$ cat config.mk
export PLATFORM = sky130hd
export DESIGN_NAME = coil_pulse_hold_driver_unit
export DESIGN_NICKNAME = d
export VERILOG_FILES = /design/src/hw/rtl/cphd_pkg.sv /design/src/hw/rtl/coil_pulse_hold_driver_unit.sv
export SDC_FILE = /design/constraint.sdc
export NUM_CORES = 1
export LEC_CHECK = 0
export ABC_AREA = 1
export BUFFER_PORTS_ARGS = -buffer_cell sky130_fd_sc_hd__buf_2
export CORE_MARGIN = 8
export CORE_UTILIZATION = 30
export CTS_CLUSTER_SIZE = 12
export DETAILED_ROUTE_END_ITERATION = 12
export PLACE_DENSITY = 0.53
export SETUP_SLACK_MARGIN = 0.1
export SLEW_MARGIN = 0
export SYNTH_ARGS = -nofsm -noshare
export SYNTH_HDL_FRONTEND = slang
export SYNTH_SLANG_ARGS = --single-unit
$ cat constraint.sdc
create_clock -name clk -period 13.4 [get_ports clk]
set_input_delay 2.01 -clock clk [delete_from_list [all_inputs] [get_ports clk]]
set_output_delay 2.01 -clock clk [all_outputs]
set_load 0.01 [all_outputs]
$ cat src/hw/rtl/cphd_pkg.sv
// Shared types and constants for the coil pulse-and-hold driver channel.
// Depends on nothing; imported by the top level.
`default_nettype none

package cphd_pkg;

  // Number of end-of-travel stop inputs handled by the channel (1 or 2).
  localparam int unsigned STOP_INPUTS = 2;

  localparam int unsigned CFG_DATA_W  = 16;
  localparam int unsigned CFG_INDEX_W = 8;

  typedef enum logic [2:0] {
    CMD_TICK       = 3'd0,
    CMD_HOST       = 3'd1,
    CMD_SWITCH     = 3'd2,
    CMD_TILT       = 3'd3,
    CMD_POWER_LOST = 3'd4
  } cmd_t;

  typedef enum logic [CFG_INDEX_W-1:0] {
    REG_DRIVE_POWER   = 8'd0,
    REG_HOLD_POWER    = 8'd1,
    REG_MIN_PULSE_MS  = 8'd2,
    REG_MAX_PULSE_MS  = 8'd3,
    REG_HOLD_DELAY_MS = 8'd4,
    REG_DRIVE_SWITCH  = 8'd5,
    REG_STOP_SWITCH_A = 8'd6,
    REG_STOP_SWITCH_B = 8'd7
  } reg_index_t;

  typedef struct packed {
    logic [2:0]  cmd;
    logic [31:0] now_ms;
    logic [7:0]  switch_id;
    logic        level;
    logic        power_ok;
    logic        tilt_active;
    logic        fire_allowed;
    logic        drive_switch_closed;
    logic        stop_a_closed;
    logic        stop_b_closed;
  } cphd_in_t;

  typedef struct packed {
    logic [7:0] pwm_duty;
    logic       is_active;
    logic       is_stopped;
    logic       awaiting_release;
  } cphd_out_t;

endpackage

`default_nettype wire

$ cat src/hw/rtl/coil_pulse_hold_driver_unit.sv
// Top level of the coil pulse-and-hold driver: configuration registers,
// channel state, next-state logic and the result register. Uses cphd_pkg.
`default_nettype none

// One coil or motor output channel. Each accepted request (tick, host command,
// switch edge, tilt latch or power loss) updates the channel state and yields
// one result: the PWM duty now applied and the active, stopped and
// awaiting-release flags. The whole update is one level of compare-and-select
// logic between the state registers and a single result register, so a request
// is accepted every clock cycle and its result appears in the next cycle.
// in_ready is high whenever the result register is empty or is being taken in
// the same cycle, so the channel only stalls when the consumer holds off.
// Configuration registers are written through cfg_we/cfg_index/cfg_data and
// take effect for the next request; writes to unknown indexes are ignored.
module coil_pulse_hold_driver_unit (
  input  wire logic                                clk,
  input  wire logic                                rst,
  input  wire logic                                cfg_we,
  input  wire logic [cphd_pkg::CFG_INDEX_W-1:0]    cfg_index,
  input  wire logic [cphd_pkg::CFG_DATA_W-1:0]     cfg_data,
  input  wire logic                                in_valid,
  output logic                                     in_ready,
  input  wire cphd_pkg::cphd_in_t                  in_data,
  output logic                                     out_valid,
  input  wire logic                                out_ready,
  output cphd_pkg::cphd_out_t                      out_data
);
  import cphd_pkg::*;

  typedef struct packed {
    logic                   active;
    logic [31:0]            start_time;
    logic [7:0]             duty_now;
    logic                   off_pending;
    logic                   drive_seen_closed;
    logic                   switch_managed;
    logic                   wait_release;
    logic [STOP_INPUTS-1:0] stop_seen_closed;
    logic                   stop_engaged;
  } chan_state_t;

  // Configuration registers.
  logic [7:0]  drive_power;
  logic [7:0]  hold_power;
  logic [15:0] min_pulse_ms;
  logic [15:0] max_pulse_ms;
  logic [15:0] hold_delay_ms;
  logic [7:0]  drive_switch;
  logic [7:0]  stop_switch_a;
  logic [7:0]  stop_switch_b;

  chan_state_t state;
  chan_state_t state_next;
  logic        accept;

  logic [7:0]  stop_cfg [0:1];
  logic [1:0]  stop_level;

  assign stop_cfg[0] = stop_switch_a;
  assign stop_cfg[1] = stop_switch_b;
  assign stop_level  = {in_data.stop_b_closed, in_data.stop_a_closed};

  assign in_ready = !out_valid || out_ready;
  assign accept   = in_valid && in_ready;

  function automatic chan_state_t cut(input chan_state_t s);
    chan_state_t r;
    r                = s;
    r.active         = 1'b0;
    r.start_time     = '0;
    r.duty_now       = '0;
    r.off_pending    = 1'b0;
    r.switch_managed = 1'b0;
    return r;
  endfunction

  function automatic chan_state_t fire(input chan_state_t s, input logic [31:0] now,
                                       input logic managed, input logic [7:0] power);
    chan_state_t r;
    r                = s;
    r.active         = 1'b1;
    r.start_time     = now;
    r.duty_now       = power;
    r.off_pending    = 1'b0;
    r.switch_managed = managed;
    return r;
  endfunction

  always_comb begin
    chan_state_t s;
    logic [31:0] el;
    logic        min_done;
    logic        any_closed;
    logic        rising;
    logic        stops_cfgd;

    s          = state;
    el         = '0;
    min_done   = 1'b0;
    any_closed = 1'b0;
    rising     = 1'b0;
    stops_cfgd = 1'b0;

    case (in_data.cmd)
      CMD_TICK: begin
        for (int i = 0; i < STOP_INPUTS; i++) begin
          if (stop_cfg[i] != '0) begin
            stops_cfgd = 1'b1;
          end
        end
        if (stops_cfgd) begin
          for (int i = 0; i < STOP_INPUTS; i++) begin
            if (stop_cfg[i] != '0) begin
              if (stop_level[i] && !s.stop_seen_closed[i] && s.active) begin
                s.stop_engaged = 1'b1;
                s = cut(s);
              end
              s.stop_seen_closed[i] = stop_level[i];
            end
          end
          for (int i = 0; i < STOP_INPUTS; i++) begin
            if (stop_cfg[i] != '0 && s.stop_seen_closed[i]) begin
              any_closed = 1'b1;
            end
          end
          if (s.stop_engaged && !any_closed) begin
            s.stop_engaged = 1'b0;
          end
        end

        if (drive_switch != '0) begin
          if (in_data.fire_allowed) begin
            s.drive_seen_closed = in_data.drive_switch_closed;
            if (!in_data.drive_switch_closed) begin
              s.wait_release = 1'b0;
            end
          end else begin
            s.drive_seen_closed = 1'b0;
            s.wait_release      = 1'b1;
          end
        end

        if (in_data.fire_allowed && !s.active && !s.stop_engaged && drive_switch != '0 &&
            s.drive_seen_closed && !s.wait_release) begin
          s = fire(s, in_data.now_ms, 1'b1, drive_power);
        end

        if (s.active) begin
          el       = in_data.now_ms - s.start_time;
          min_done = (min_pulse_ms == '0) || (el > {16'd0, min_pulse_ms});
          if (max_pulse_ms != '0 && el > {16'd0, max_pulse_ms}) begin
            if (s.switch_managed && s.drive_seen_closed) begin
              s.wait_release = 1'b1;
            end
            s = cut(s);
          end else if (s.off_pending && min_done) begin
            s = cut(s);
          end else if (s.switch_managed && min_done && !s.drive_seen_closed) begin
            s = cut(s);
          end else if (hold_delay_ms != '0 && s.duty_now > hold_power &&
                       el > {16'd0, hold_delay_ms}) begin
            s.duty_now = hold_power;
          end
        end
      end

      CMD_HOST: begin
        if (in_data.power_ok) begin
          if (in_data.level && s.stop_engaged) begin
            s = s;
          end else if (in_data.level && !s.active) begin
            s = fire(s, in_data.now_ms, 1'b0, drive_power);
          end else if (!in_data.level && s.active) begin
            el = in_data.now_ms - s.start_time;
            if (min_pulse_ms != '0 && el < {16'd0, min_pulse_ms}) begin
              s.off_pending = 1'b1;
            end else begin
              s = cut(s);
            end
          end
        end
      end

      CMD_SWITCH: begin
        if (in_data.power_ok) begin
          for (int i = 0; i < STOP_INPUTS; i++) begin
            if (stop_cfg[i] != '0 && stop_cfg[i] == in_data.switch_id) begin
              if (in_data.level && !s.stop_seen_closed[i]) begin
                rising = 1'b1;
              end
              s.stop_seen_closed[i] = in_data.level;
            end
          end
          if (rising && s.active) begin
            s.stop_engaged = 1'b1;
            s = cut(s);
          end else begin
            for (int i = 0; i < STOP_INPUTS; i++) begin
              if (stop_cfg[i] != '0 && s.stop_seen_closed[i]) begin
                any_closed = 1'b1;
              end
            end
            if (s.stop_engaged && !any_closed) begin
              s.stop_engaged = 1'b0;
            end
          end

          if (!in_data.tilt_active && drive_switch != '0 &&
              drive_switch == in_data.switch_id) begin
            s.drive_seen_closed = in_data.level;
            if (!in_data.level) begin
              s.wait_release = 1'b0;
              el = in_data.now_ms - s.start_time;
              // An opening edge ends a switch-driven pulse once the minimum is over.
              if (s.active && s.switch_managed &&
                  !(min_pulse_ms != '0 && el <= {16'd0, min_pulse_ms})) begin
                s = cut(s);
              end
            end else if (!s.wait_release && !s.stop_engaged && !s.active) begin
              s = fire(s, in_data.now_ms, 1'b1, drive_power);
            end
          end
        end
      end

      CMD_TILT: begin
        if (in_data.tilt_active && drive_switch != '0) begin
          s                   = cut(s);
          s.drive_seen_closed = 1'b0;
          s.wait_release      = 1'b1;
        end
      end

      CMD_POWER_LOST: begin
        if (!in_data.power_ok) begin
          s                   = cut(s);
          s.wait_release      = 1'b0;
          s.drive_seen_closed = 1'b0;
        end
      end

      default: begin
        s = state;
      end
    endcase

    state_next = s;
  end

  always_ff @(posedge clk) begin
    if (rst) begin
      drive_power   <= '0;
      hold_power    <= '0;
      min_pulse_ms  <= '0;
      max_pulse_ms  <= '0;
      hold_delay_ms <= '0;
      drive_switch  <= '0;
      stop_switch_a <= '0;
      stop_switch_b <= '0;
    end else if (cfg_we) begin
      unique case (cfg_index)
        REG_DRIVE_POWER:   drive_power   <= cfg_data[7:0];
        REG_HOLD_POWER:    hold_power    <= cfg_data[7:0];
        REG_MIN_PULSE_MS:  min_pulse_ms  <= cfg_data[15:0];
        REG_MAX_PULSE_MS:  max_pulse_ms  <= cfg_data[15:0];
        REG_HOLD_DELAY_MS: hold_delay_ms <= cfg_data[15:0];
        REG_DRIVE_SWITCH:  drive_switch  <= cfg_data[7:0];
        REG_STOP_SWITCH_A: stop_switch_a <= cfg_data[7:0];
        REG_STOP_SWITCH_B: stop_switch_b <= cfg_data[7:0];
        default: begin
        end
      endcase
    end
  end

  always_ff @(posedge clk) begin
    if (rst) begin
      state     <= '0;
      out_valid <= 1'b0;
    end else begin
      if (accept) begin
        state     <= state_next;
        out_valid <= 1'b1;
      end else if (out_ready) begin
        out_valid <= 1'b0;
      end
    end
  end

  always_ff @(posedge clk) begin
    if (accept) begin
      out_data.pwm_duty         <= state_next.duty_now;
      out_data.is_active        <= state_next.active;
      out_data.is_stopped       <= state_next.stop_engaged;
      out_data.awaiting_release <= state_next.wait_release;
    end
  end

endmodule

`default_nettype wire

==> results of run 1 <==
==> flip-flops by register name, summed over array words and instances (netlist names) <==
name and count:
drive_power 8, state 48, max_pulse_ms 16, drive_switch 8
stop_switch_b 8, min_pulse_ms 16, hold_delay_ms 16, out_data 11
hold_power 8, stop_switch_a 8, out_valid 1
==> final cells by class <==
cell class / instances / share of cell area
Tap cell: 773 / 0.0498
Multi-Input combinational cell: 2322 / 0.646
Inverter: 441 / 0.0852
Clock inverter: 14 / 0.00837
Sequential cell: 148 / 0.158
Clock buffer: 18 / 0.0232
Timing Repair Buffer: 106 / 0.0292
==> power by group <==
part	internal [µW]	switching, µW
Clock	261	259
Sequential	460	10.1
Combinational	272	517
==> worst min path at each step <==
| stage | slack (ps) | to | cells after the start |
|---|---|---|---|
| after floorplan | 450 | hold_delay_ms[10]$_SDFFE_PP0P_ | 2 |
| after global placement | 470 | state[2]$_SDFFE_PP0P_ | 2 |
| after detailed placement | 470 | hold_delay_ms[8]$_SDFFE_PP0P_ | 2 |
| after CTS | 480 | state[2]$_SDFFE_PP0P_ | 2 |
| after global routing | 500 | max_pulse_ms[9]$_SDFFE_PP0P_ | 2 |
| final | 480 | state[2]$_SDFFE_PP0P_ | 2 |
==> critical path: cells and delay by family <==
family	cells	cell delay, ps
buffers and inverters	4	1020
adder cells (fa/ha/maj)	3	1100
AND/OR/NAND/NOR	25	3130
AO/OA/AOI/OAI	2	560
XOR/XNOR	2	280
==> through the flow <==
step,hold slack [ps],power (µW)
floorplan,449,1030
global placement,473,1260
detailed placement,471,1260
CTS,483,1780
global route,504,1910
finish,480,1780
==> cells by family (layout without fill, tap and decap cells) <==
family | after synthesis | in the layout | share of synthesized area
buffers and inverters | 531 | 579 | 0.115
XOR/XNOR | 72 | 72 | 0.0358
adder cells (fa/ha/maj) | 185 | 185 | 0.133
flip-flops | 148 | 148 | 0.174
AO/OA/AOI/OAI | 668 | 668 | 0.206
AND/OR/NAND/NOR | 1397 | 1397 | 0.336
==> routing by layer <==
metal | up-vias | part of all wire | wire (µm) | global-route usage
met5 | - | 0.00019 | 13 | 0
met4 | 2 | 0.025 | 1710 | 0.0570
met3 | 102 | 0.057 | 3960 | 0.0288
met2 | 576 | 0.47 | 32400 | 0.349
met1 | 8983 | 0.45 | 31300 | 0.263
li1 | 9998 | - | - | -
==> cell usage in the layout (no fill, tap or decap), types with 16 or more instances in the layout <==
cell and count:
sky130_fd_sc_hd__nand2_1 791, sky130_fd_sc_hd__inv_1 424, sky130_fd_sc_hd__a21oi_1 311, sky130_fd_sc_hd__nor2_1 249
sky130_fd_sc_hd__o21ai_0 226, sky130_fd_sc_hd__nand3_1 183, sky130_fd_sc_hd__ha_1 182, sky130_fd_sc_hd__dfxtp_1 137
sky130_fd_sc_hd__buf_2 91, sky130_fd_sc_hd__nand4_1 66, sky130_fd_sc_hd__xor2_1 51, sky130_fd_sc_hd__o211ai_1 37
sky130_fd_sc_hd__a31oi_1 36, sky130_fd_sc_hd__or2_0 28, sky130_fd_sc_hd__nor3_1 24, sky130_fd_sc_hd__xnor2_1 21
sky130_fd_sc_hd__clkbuf_16 18, sky130_fd_sc_hd__inv_2 16, sky130_fd_sc_hd__nor4_1 16
==> run summary, run 1 <==
Run status - finished, final reports clean
Net count reported at finish - 3,300
Commonest register cell after synthesis - sky130_fd_sc_hd__dfxtp_1
First-iteration detailed-routing DRC count - 1,536
Total number of H-tree levels - 4
Max Cap Violations - 0
Post-synthesis average cell area - 5.87 µm²
Cells on worst reg2reg path - 37
Number of antenna violations at the first check in global routing - 1
Startpoint type of the worst setup path - input pin
Diode count - 0
Number of flops mapped to enable cells by yosys - 11
Post-route core utilization - 0.332
Remaining antenna violation count after routing - 0
Area grow syn2layout - 10.3%
Layout Cells excl Fill - 3,822
Via count of the first global-routing pass - 18,800
Cell row count - 89
Final number of max-transition violations - 0
Hold WC Path Type - reg2reg
Arrival time worst endpoint - 8140 ps
Final Routed Wirelength - 69,400 µm
Fraction of post-synthesis cell area in the top cell type by area - 0.169
Synthesized Nets - 3,265
Count of buffers added by post-CTS timing repair for setup - 0
Worst Hold Launch - state[2]$_SDFFE_PP0P_
Total negative slack for setup checks - 0 ps
CTS Hold Buffers Added - 0
Area taken by flip-flops and latches - 0.00307 mm²
Hpwl dp - 54,400 µm
Starting density of the core - 0.301
Largest net degree at the start of global routing - 86
Part of the Yosys area used for sequential elements - 0.174
Detailed Routing Iterations Pass 1 - 6
GPL Wtd Cong - 0.967
Total die area - 0.0667 mm²
Floorplan die height - 258 µm
Fmax - 0.129 GHz
Number of vias after detailed routing - 19,700
Placeable Area - 0.0586 mm²
Setup repair after global routing missed its margin - false
Final critical delay including setup and external delays - 7730 ps
Required @ worst endpoint - 13,800 ps
Max clock buf depth - 2
Wire length of the first global-routing pass - 108,000 µm
Crit path capture type - register
Syn Inst Count - 3,001
Via-to-Cell Ratio - 5.14
Cell type contributing the most total cell area after synthesis - sky130_fd_sc_hd__nand2_1
Synthesized area - 0.0176 mm²
Most frequent cell after synthesis - sky130_fd_sc_hd__nand2_1
Flop and latch count out of synthesis - 148
Number of unique standard cell types used by synthesis - 56
Share of synthesized registers carrying an async set or reset - 0
Cell area reported after detailed placement - 0.0188 mm²
Area of combinational cells with multiple inputs - 0.0125 mm²
Ranking of synthesized cells by instance count - 793 x sky130_fd_sc_hd__nand2_1, 425 x sky130_fd_sc_hd__inv_1, 311 x sky130_fd_sc_hd__a21oi_1
Final Setup Violations - 0
Final Hold Vio Count - 0
Clk Latency, worst-skew pair - 480 ps
CTS tree - yes
Total global routing overflow - 0
Final routed DRC violation total - 0
Port buffer count - 91
Number of buffers inserted during clock tree synthesis - 17
Clock-pin slew of the registers on the worst-case setup and hold paths - 70 ps
Top post-synthesis cells by area - sky130_fd_sc_hd__nand2_1 17%, sky130_fd_sc_hd__dfxtp_1 16%, sky130_fd_sc_hd__ha_1 13%, sky130_fd_sc_hd__inv_1 9.1%, sky130_fd_sc_hd__a21oi_1 8.8%
Fraction of layout cells with a size suffix above 1 - 0.0617
Worst slew margin relative to its limit - 0.254
Worst reg2reg path endpoint - state[22]$_SDFFE_PP0P_
Largest driver fanout on the critical path - 43
CP Class - in2reg
Top Ports - 92
P per Cell Area - 91.6 mW/mm²
CP max-delay cell - sky130_fd_sc_hd__buf_4
Number of cells upsized or downsized after cts - 0
Minimum setup slack after placement - 5240 ps
Clock Root Buffer - sky130_fd_sc_hd__clkbuf_16
Tcrit/Tclk final - 0.577
Wire per inst - 18.2 µm
Destination of the critical timing path - state[11]$_SDFFE_PP0P_
DIE WIDTH - 258 µm
Static leakage power - 0.00907 µW
FF-to-FF Start - stop_switch_a[6]$_SDFFE_PP0P_
Cell with the most instances on the worst path - sky130_fd_sc_hd__nand2_1
Combined global-route utilization of all metal layers - 0.203
# clock sinks - 148
Final setup skew - 24.2 ps
Critical path startpoint - in_data[14]
Transition at the pin with the smallest max-transition slack - 1120 ps
Placed cell count - 3,790
Number of warnings reported in the yosys synthesis log - 0
R2r setup slk - 6810 ps
Worst voltage drop across the vdd grid - 0.119 mV
Fill cell instance count of the final layout - 6,682
Crit path largest cell delay - 540 ps
Slack of the critical path - 5670 ps
Final std cell area, no fill - 0.0194 mm²
(Power assumes the default switching activity.)
==> run 2: changes to the inputs <==
--- a/config.mk
+++ b/config.mk
@@ -5,13 +5,13 @@
 export SDC_FILE = /design/constraint.sdc
 export NUM_CORES = 1
 export LEC_CHECK = 0
-export ABC_AREA = 1
+export ABC_AREA = 0
 export BUFFER_PORTS_ARGS = -buffer_cell sky130_fd_sc_hd__buf_2
 export CORE_MARGIN = 8
 export CORE_UTILIZATION = 30
 export CTS_CLUSTER_SIZE = 12
 export DETAILED_ROUTE_END_ITERATION = 12
-export PLACE_DENSITY = 0.53
+export PLACE_DENSITY = 0.55
 export SETUP_SLACK_MARGIN = 0.1
 export SLEW_MARGIN = 0
 export SYNTH_ARGS = -nofsm -noshare
==> constraint.sdc (replaced) <==
create_clock -name clk -period 6.9 [get_ports clk]
set_input_delay 1.035 -clock clk [delete_from_list [all_inputs] [get_ports clk]]
set_output_delay 1.035 -clock clk [all_outputs]
set_load 0.01 [all_outputs]
==> run 2 against run 1 <==
Effect of this change: sequential cell count did not move; non-clock buffer count rose by 214; power increased by 48%; largest cell class unchanged; largest power group is now the clock network; highest routed layer is now met4.
==> run summary, run 2 <==
CTS Hold Buffers Added - 0
Diode count - 0
Final routed DRC violation total - 0
Clock Root Buffer - sky130_fd_sc_hd__clkbuf_16
First-iteration detailed-routing DRC count - 1,303
Dominant delay contributor by cell family on the critical path - simple AND/OR/NAND/NOR gates
Cell area reported after detailed placement - 0.0180 mm²
Total global routing overflow - 0
Required @ worst endpoint - 7090 ps
Final Hold Vio Count - 0
Final Setup Violations - 0
Number of flip-flops in the largest register - 48
Largest net degree at the start of global routing - 75
Hpwl dp - 48,400 µm
Hold WC Path Type - reg2reg
Placeable Area - 0.0511 mm²
Commonest cells after routing, fill and taps aside - 259 x sky130_fd_sc_hd__a21oi_1, 230 x sky130_fd_sc_hd__nand2_1, 222 x sky130_fd_sc_hd__buf_4
Crit path capture type - register
Final Routed Wirelength - 60,600 µm
Remaining antenna violation count after routing - 0
Transition at the pin with the smallest max-transition slack - 892 ps
Port buffer count - 91
Number of vias after detailed routing - 16,900
Starting density of the core - 0.302
Via count of the first global-routing pass - 16,300
Part of the Yosys area used for sequential elements - 0.199
Number of buffers inserted during clock tree synthesis - 17
Wire per inst - 20.1 µm
Top post-synthesis cells by area - sky130_fd_sc_hd__dfxtp_1 18%, sky130_fd_sc_hd__ha_1 15%, sky130_fd_sc_hd__a21oi_1 8.5%, sky130_fd_sc_hd__nand2_1 5.7%, sky130_fd_sc_hd__mux2i_1 4.7%
Fmax - 0.151 GHz
Final std cell area, no fill - 0.0192 mm²
# clock sinks - 148
Clock-pin slew of the registers on the worst-case setup and hold paths - 70 ps
DIE WIDTH - 243 µm
Flop and latch count out of synthesis - 148
Startpoint type of the worst setup path - register
Max Cap Violations - 0
Via-to-Cell Ratio - 5.61
Largest Register - state
Arrival time worst endpoint - 6800 ps
Ranking of synthesized cells by instance count - 263 x sky130_fd_sc_hd__a21oi_1, 235 x sky130_fd_sc_hd__nand2_1, 182 x sky130_fd_sc_hd__ha_1
Cell type contributing the most total cell area after synthesis - sky130_fd_sc_hd__dfxtp_1
Clk Latency, worst-skew pair - 460 ps
Number of warnings reported in the yosys synthesis log - 0
Worst voltage drop across the vdd grid - 0.171 mV
Synthesized area - 0.0154 mm²
Number of unique standard cell types used by synthesis - 80
Worst slew margin relative to its limit - 0.390
Buf/Inv on CP - 3
Setup repair after global routing missed its margin - false
Synthesized Nets - 2,358
Commonest register cell after synthesis - sky130_fd_sc_hd__dfxtp_1
CTS tree - yes
Cell row count - 83
Number of antenna violations at the first check in global routing - 0
CP max-delay cell - sky130_fd_sc_hd__or4_4
Combined global-route utilization of all metal layers - 0.194
Syn Inst Count - 2,094
Detailed Routing Iterations Pass 1 - 6
Wire length of the first global-routing pass - 92,700 µm
Largest driver fanout on the critical path - 6
Fraction of layout cells with a size suffix above 1 - 0.194
Area grow syn2layout - 24.4%
Most common cell after layout, fill and taps aside - sky130_fd_sc_hd__a21oi_1
P per Cell Area - 137 mW/mm²
Area of combinational cells with multiple inputs - 0.0120 mm²
Total die area - 0.0590 mm²
Post-synthesis average cell area - 7.37 µm²
Final critical delay including setup and external delays - 6610 ps
Net count reported at finish - 2,588
Share of synthesized registers carrying an async set or reset - 0
CP Class - reg2reg
Post-route core utilization - 0.376
Static leakage power - 0.00764 µW
GPL Wtd Cong - 0.960
Fraction of post-synthesis cell area in the top cell type by area - 0.178
Crit path largest cell delay - 600 ps
Total number of H-tree levels - 4
Floorplan die height - 243 µm
Area taken by flip-flops and latches - 0.00307 mm²
Max clock buf depth - 2
Tcrit/Tclk final - 0.958
Final number of max-transition violations - 0
Fill cell instance count of the final layout - 5,424
Final setup skew - 25.8 ps
Worst hold slack after final layout - 472 ps
Top Ports - 92
Number of flops mapped to enable cells by yosys - 11
Most frequent cell after synthesis - sky130_fd_sc_hd__a21oi_1
Run status - finished, final reports clean
[run 2: cell count changes after synthesis, sizes merged, moves of 26 or more]
cell    before  now
clkbuf      69  100
nand2      801  235
a21oi      313  263
nor3        26   56
o32ai        0   37
nand3      188   48
o21ai      233   91
inv        440  127
nor2       257  167
nand4       68   42
mux2i        0   72
a21o         8   49
[run 2: final timing paths]
| path | cells after the start | to | slack [ps] | start |
|---|---|---|---|---|
| setup reg to reg | 31 | out_data[7]$_DFFE_PP_ | 290 | stop_switch_a[7]$_SDFFE_PP0P_ |
| hold / removal | 2 | max_pulse_ms[7]$_SDFFE_PP0P_ | 470 | max_pulse_ms[7]$_SDFFE_PP0P_ |
| hold reg to reg | 2 | max_pulse_ms[7]$_SDFFE_PP0P_ | 470 | max_pulse_ms[7]$_SDFFE_PP0P_ |
| setup / recovery | 31 | out_data[7]$_DFFE_PP_ | 290 | stop_switch_a[7]$_SDFFE_PP0P_ |
[run 2: power breakdown]
part           leakage, µW  internal (µW)  switching (µW)  total (µW)
logic              0.00615            346             481         827
clock network     0.000275            476             443         920
registers          0.00122            876            9.22         885
total              0.00764           1700             934        2630
[run 2: area by class of cell]
type / count / share of cell area
Clock buffer: 17 / 0.0221
Timing Repair Buffer: 320 / 0.118
Multi-Input combinational cell: 1709 / 0.623
Clock inverter: 15 / 0.00743
Tap cell: 680 / 0.0443
Inverter: 128 / 0.0250
Sequential cell: 148 / 0.160
[run 2: cell families after synthesis]
kind of cell	count (synthesis)	synth area share
simple gates	695	0.215
buf+inv	237	0.0580
xor+xnor	88	0.0499
compound gates	666	0.278
mux	75	0.0489
flops	148	0.199
fa+ha+maj	185	0.151
[run 2: tightest hold or removal path: cells and delay by family (launching register included)]
kind | cells | cell delay, ps
AO/OA/AOI/OAI | 1 | 50
flip-flops | 1 | 320
AND/OR/NAND/NOR | 1 | 50
[run 2: what timing repair did]
| item | CTS | global route |
|---|---|---|
| setup endpoints to repair | 46 | 52 |
| buffers inserted | 1 | 8 |
| cloned | 0 | 1 |
| gates resized for setup | 11 | 104 |
| hold endpoints to repair | 0 | 0 |
| pin swaps | 1 | 47 |
[run 2: routing by layer]
metal | vias up | global-route usage | part of all wire | wire, µm
met5 | - | 0 | 0 | 0
met4 | 0 | 0.0545 | 0.024 | 1440
met3 | 77 | 0.0259 | 0.053 | 3240
met2 | 544 | 0.318 | 0.46 | 27800
met1 | 8108 | 0.263 | 0.46 | 28100
li1 | 8195 | - | - | -
[run 2: metrics by stage]
step | TNS [ps] | worst slack, ps | cells | power, µW
after floorplan | 0 | 186 | 2094 | 1380
after global placement | -11040 | -320 | 2975 | 1670
after detailed placement | -20370 | -531 | 2975 | 1680
after CTS | 0 | 112 | 3008 | 2610
after global routing | 0 | 25.9 | 3017 | 2760
final | 0 | 291 | 3017 | 2630
==> run 3: changes to the inputs <==
--- a/config.mk
+++ b/config.mk
@@ -11,6 +11,7 @@
 export CORE_UTILIZATION = 30
 export CTS_CLUSTER_SIZE = 12
 export DETAILED_ROUTE_END_ITERATION = 12
+export GPL_TIMING_DRIVEN = 0
 export PLACE_DENSITY = 0.55
 export SETUP_SLACK_MARGIN = 0.1
 export SLEW_MARGIN = 0
==> run 3 against run 2 <==
Effect of this change: sequential share of layout area rose by 0.51 points; cell count fell by 3.0%; die area did not move; clock power rose by 4.7%; maximum frequency fell by 4.1%; critical endpoint is now state[8]$_SDFFE_PP0P_; sequential power barely moved; critical path depth rose by 1; non-clock buffer count fell by 90.
==> run summary, run 3 (synthesis results as in run 2) <==
Final setup skew - 14.9 ps
CTS tree - yes
Combined global-route utilization of all metal layers - 0.192
Net count reported at finish - 2,498
Total die area - 0.0590 mm²
Final Setup Violations - 0
Total number of H-tree levels - 4
Final Routed Wirelength - 59,600 µm
GPL Wtd Cong - 0.946
Fill cell instance count of the final layout - 5,397
Max Cap Violations - 0
Worst slew margin relative to its limit - 0.222
Cells on worst reg2reg path - 28
Max clock buf depth - 2
Via-to-Cell Ratio - 5.65
Internal power consumption - 1740 µW
Switching Fraction - 0.339
Clk network pwr share - 0.365
Number of vias after detailed routing - 16,500
Diode count - 0
Number of cells on the worst hold path - 2
Largest net degree at the start of global routing - 21
Floorplan die height - 243 µm
Worst voltage drop across the vdd grid - 0.196 mV
Post-Route M1 WL - 27,200 µm
Final number of max-transition violations - 0
Static leakage power - 0.00706 µW
# clock sinks - 148
Port buffer count - 81
Detailed Routing Iterations Pass 1 - 6
Worst hold slack after final layout - 475 ps
Final critical delay including setup and external delays - 6890 ps
Most common cell after layout, fill and taps aside - sky130_fd_sc_hd__a21oi_1
Transition at the pin with the smallest max-transition slack - 1170 ps
Number of antenna violations at the first check in global routing - 0
Area grow syn2layout - 20.9%
Cell row count - 83
Commonest cells after routing, fill and taps aside - 245 x sky130_fd_sc_hd__a21oi_1, 232 x sky130_fd_sc_hd__nand2_1, 175 x sky130_fd_sc_hd__ha_1
Wire length of the first global-routing pass - 90,800 µm
Minimum setup slack after placement - -2760 ps
Starting density of the core - 0.302
Crit path largest cell delay - 600 ps
Clk Latency, worst-skew pair - 460 ps
Final Hold Vio Count - 0
Number of buffers inserted during clock tree synthesis - 17
Run status - finished, final reports clean
CP Class - in2reg
First-iteration detailed-routing DRC count - 1,341
Arrival time worst endpoint - 7210 ps
Combinational share of power - 0.299
Tcrit/Tclk final - 0.999
Clock Root Buffer - sky130_fd_sc_hd__clkbuf_16
Top metal layer carrying routed signals - met4
P per Cell Area - 141 mW/mm²
CP max-delay cell - sky130_fd_sc_hd__or4_4
Number of flip-flops in the largest register - 48
Fraction of layout cells with a size suffix above 1 - 0.148
Top Ports - 92
Fmax - 0.145 GHz
Cell area reported after detailed placement - 0.0167 mm²
Sequential cell fraction of total power - 0.336
Setup repair after global routing missed its margin - true
Via count of the first global-routing pass - 16,100
Largest Register - state
Required @ worst endpoint - 7220 ps
Crit path capture type - register
Wire per inst - 20.4 µm
CTS Hold Buffers Added - 0
Remaining antenna violation count after routing - 0
Largest driver fanout on the critical path - 10
Hold WC Path Type - reg2reg
Final std cell area, no fill - 0.0187 mm²
Clock-pin slew of the registers on the worst-case setup and hold paths - 70 ps
Wire length on met2 - 27,700 µm
DIE WIDTH - 243 µm
Total power - 2640 µW
Switching power - 892 µW
Placeable Area - 0.0511 mm²
Startpoint type of the worst setup path - input pin
Final routed DRC violation total - 0
Total global routing overflow - 0
Slack of the critical path - 6.66 ps
Hpwl dp - 47,700 µm
Total met3 wirelength after detailed routing - 3270 µm
-- run 3: per-layer routing --
metal / track usage / up-vias
li1: - / 8018
met4: 0.0603 / 0
met1: 0.254 / 7891
met5: 0 / -
met3: 0.0243 / 79
met2: 0.321 / 558
-- run 3: critical path: cells and delay by family --
family	cells	cell delay, ps
buf+inv	5	850
fa+ha+maj	2	530
simple gates	13	2260
xor+xnor	2	310
compound gates	10	2210
-- run 3: stage by stage --
stage | setup TNS (ps) | cells | util
6_report | 0 | 2927 | 0.365
5_1_grt | -3730 | 2927 | 0.365
4_1_cts | 0 | 2916 | 0.356
3_5_place_dp | -136170 | 2855 | 0.327
3_3_place_gp | -135380 | 2855 | 0.327
2_1_floorplan | 0 | 2094 | -
-- run 3: final timing paths --
kind / from / slack, ps / to
max: in_data[9] / 7 / state[8]$_SDFFE_PP0P_
min: state[6]$_SDFFE_PP0P_ / 470 / state[6]$_SDFFE_PP0P_
max reg2reg: stop_switch_a[3]$_SDFFE_PP0P_ / 40 / state[13]$_SDFFE_PP0P_
min reg2reg: state[6]$_SDFFE_PP0P_ / 470 / state[6]$_SDFFE_PP0P_
-- run 3: repair_timing --
item,CTS,global route
pin swaps,45,53
endpoints found under the setup margin,54,52
buffers inserted,29,12
gates resized for setup,156,94
gates cloned,4,0
-- run 3: power groups by stage --
stage	logic, µW	clock network, µW	registers, µW
after CTS	751	976	885
after global routing	862	1010	886
final	787	963	885
after detailed placement	698	0	903
after floorplan	479	0	903
after global placement	688	0	903
-- run 3: final cells by class --
type	count	area, µm²	area share
clock inverters	8	85.1	0.00456
well taps	680	851	0.0456
multi-input cells	1709	12300	0.659
repair buffers	126	801	0.0429
plain buffers	104	544	0.0292
clock buffers	24	514	0.0276
flip-flops and latches	148	3080	0.165
inverters	128	480	0.0257
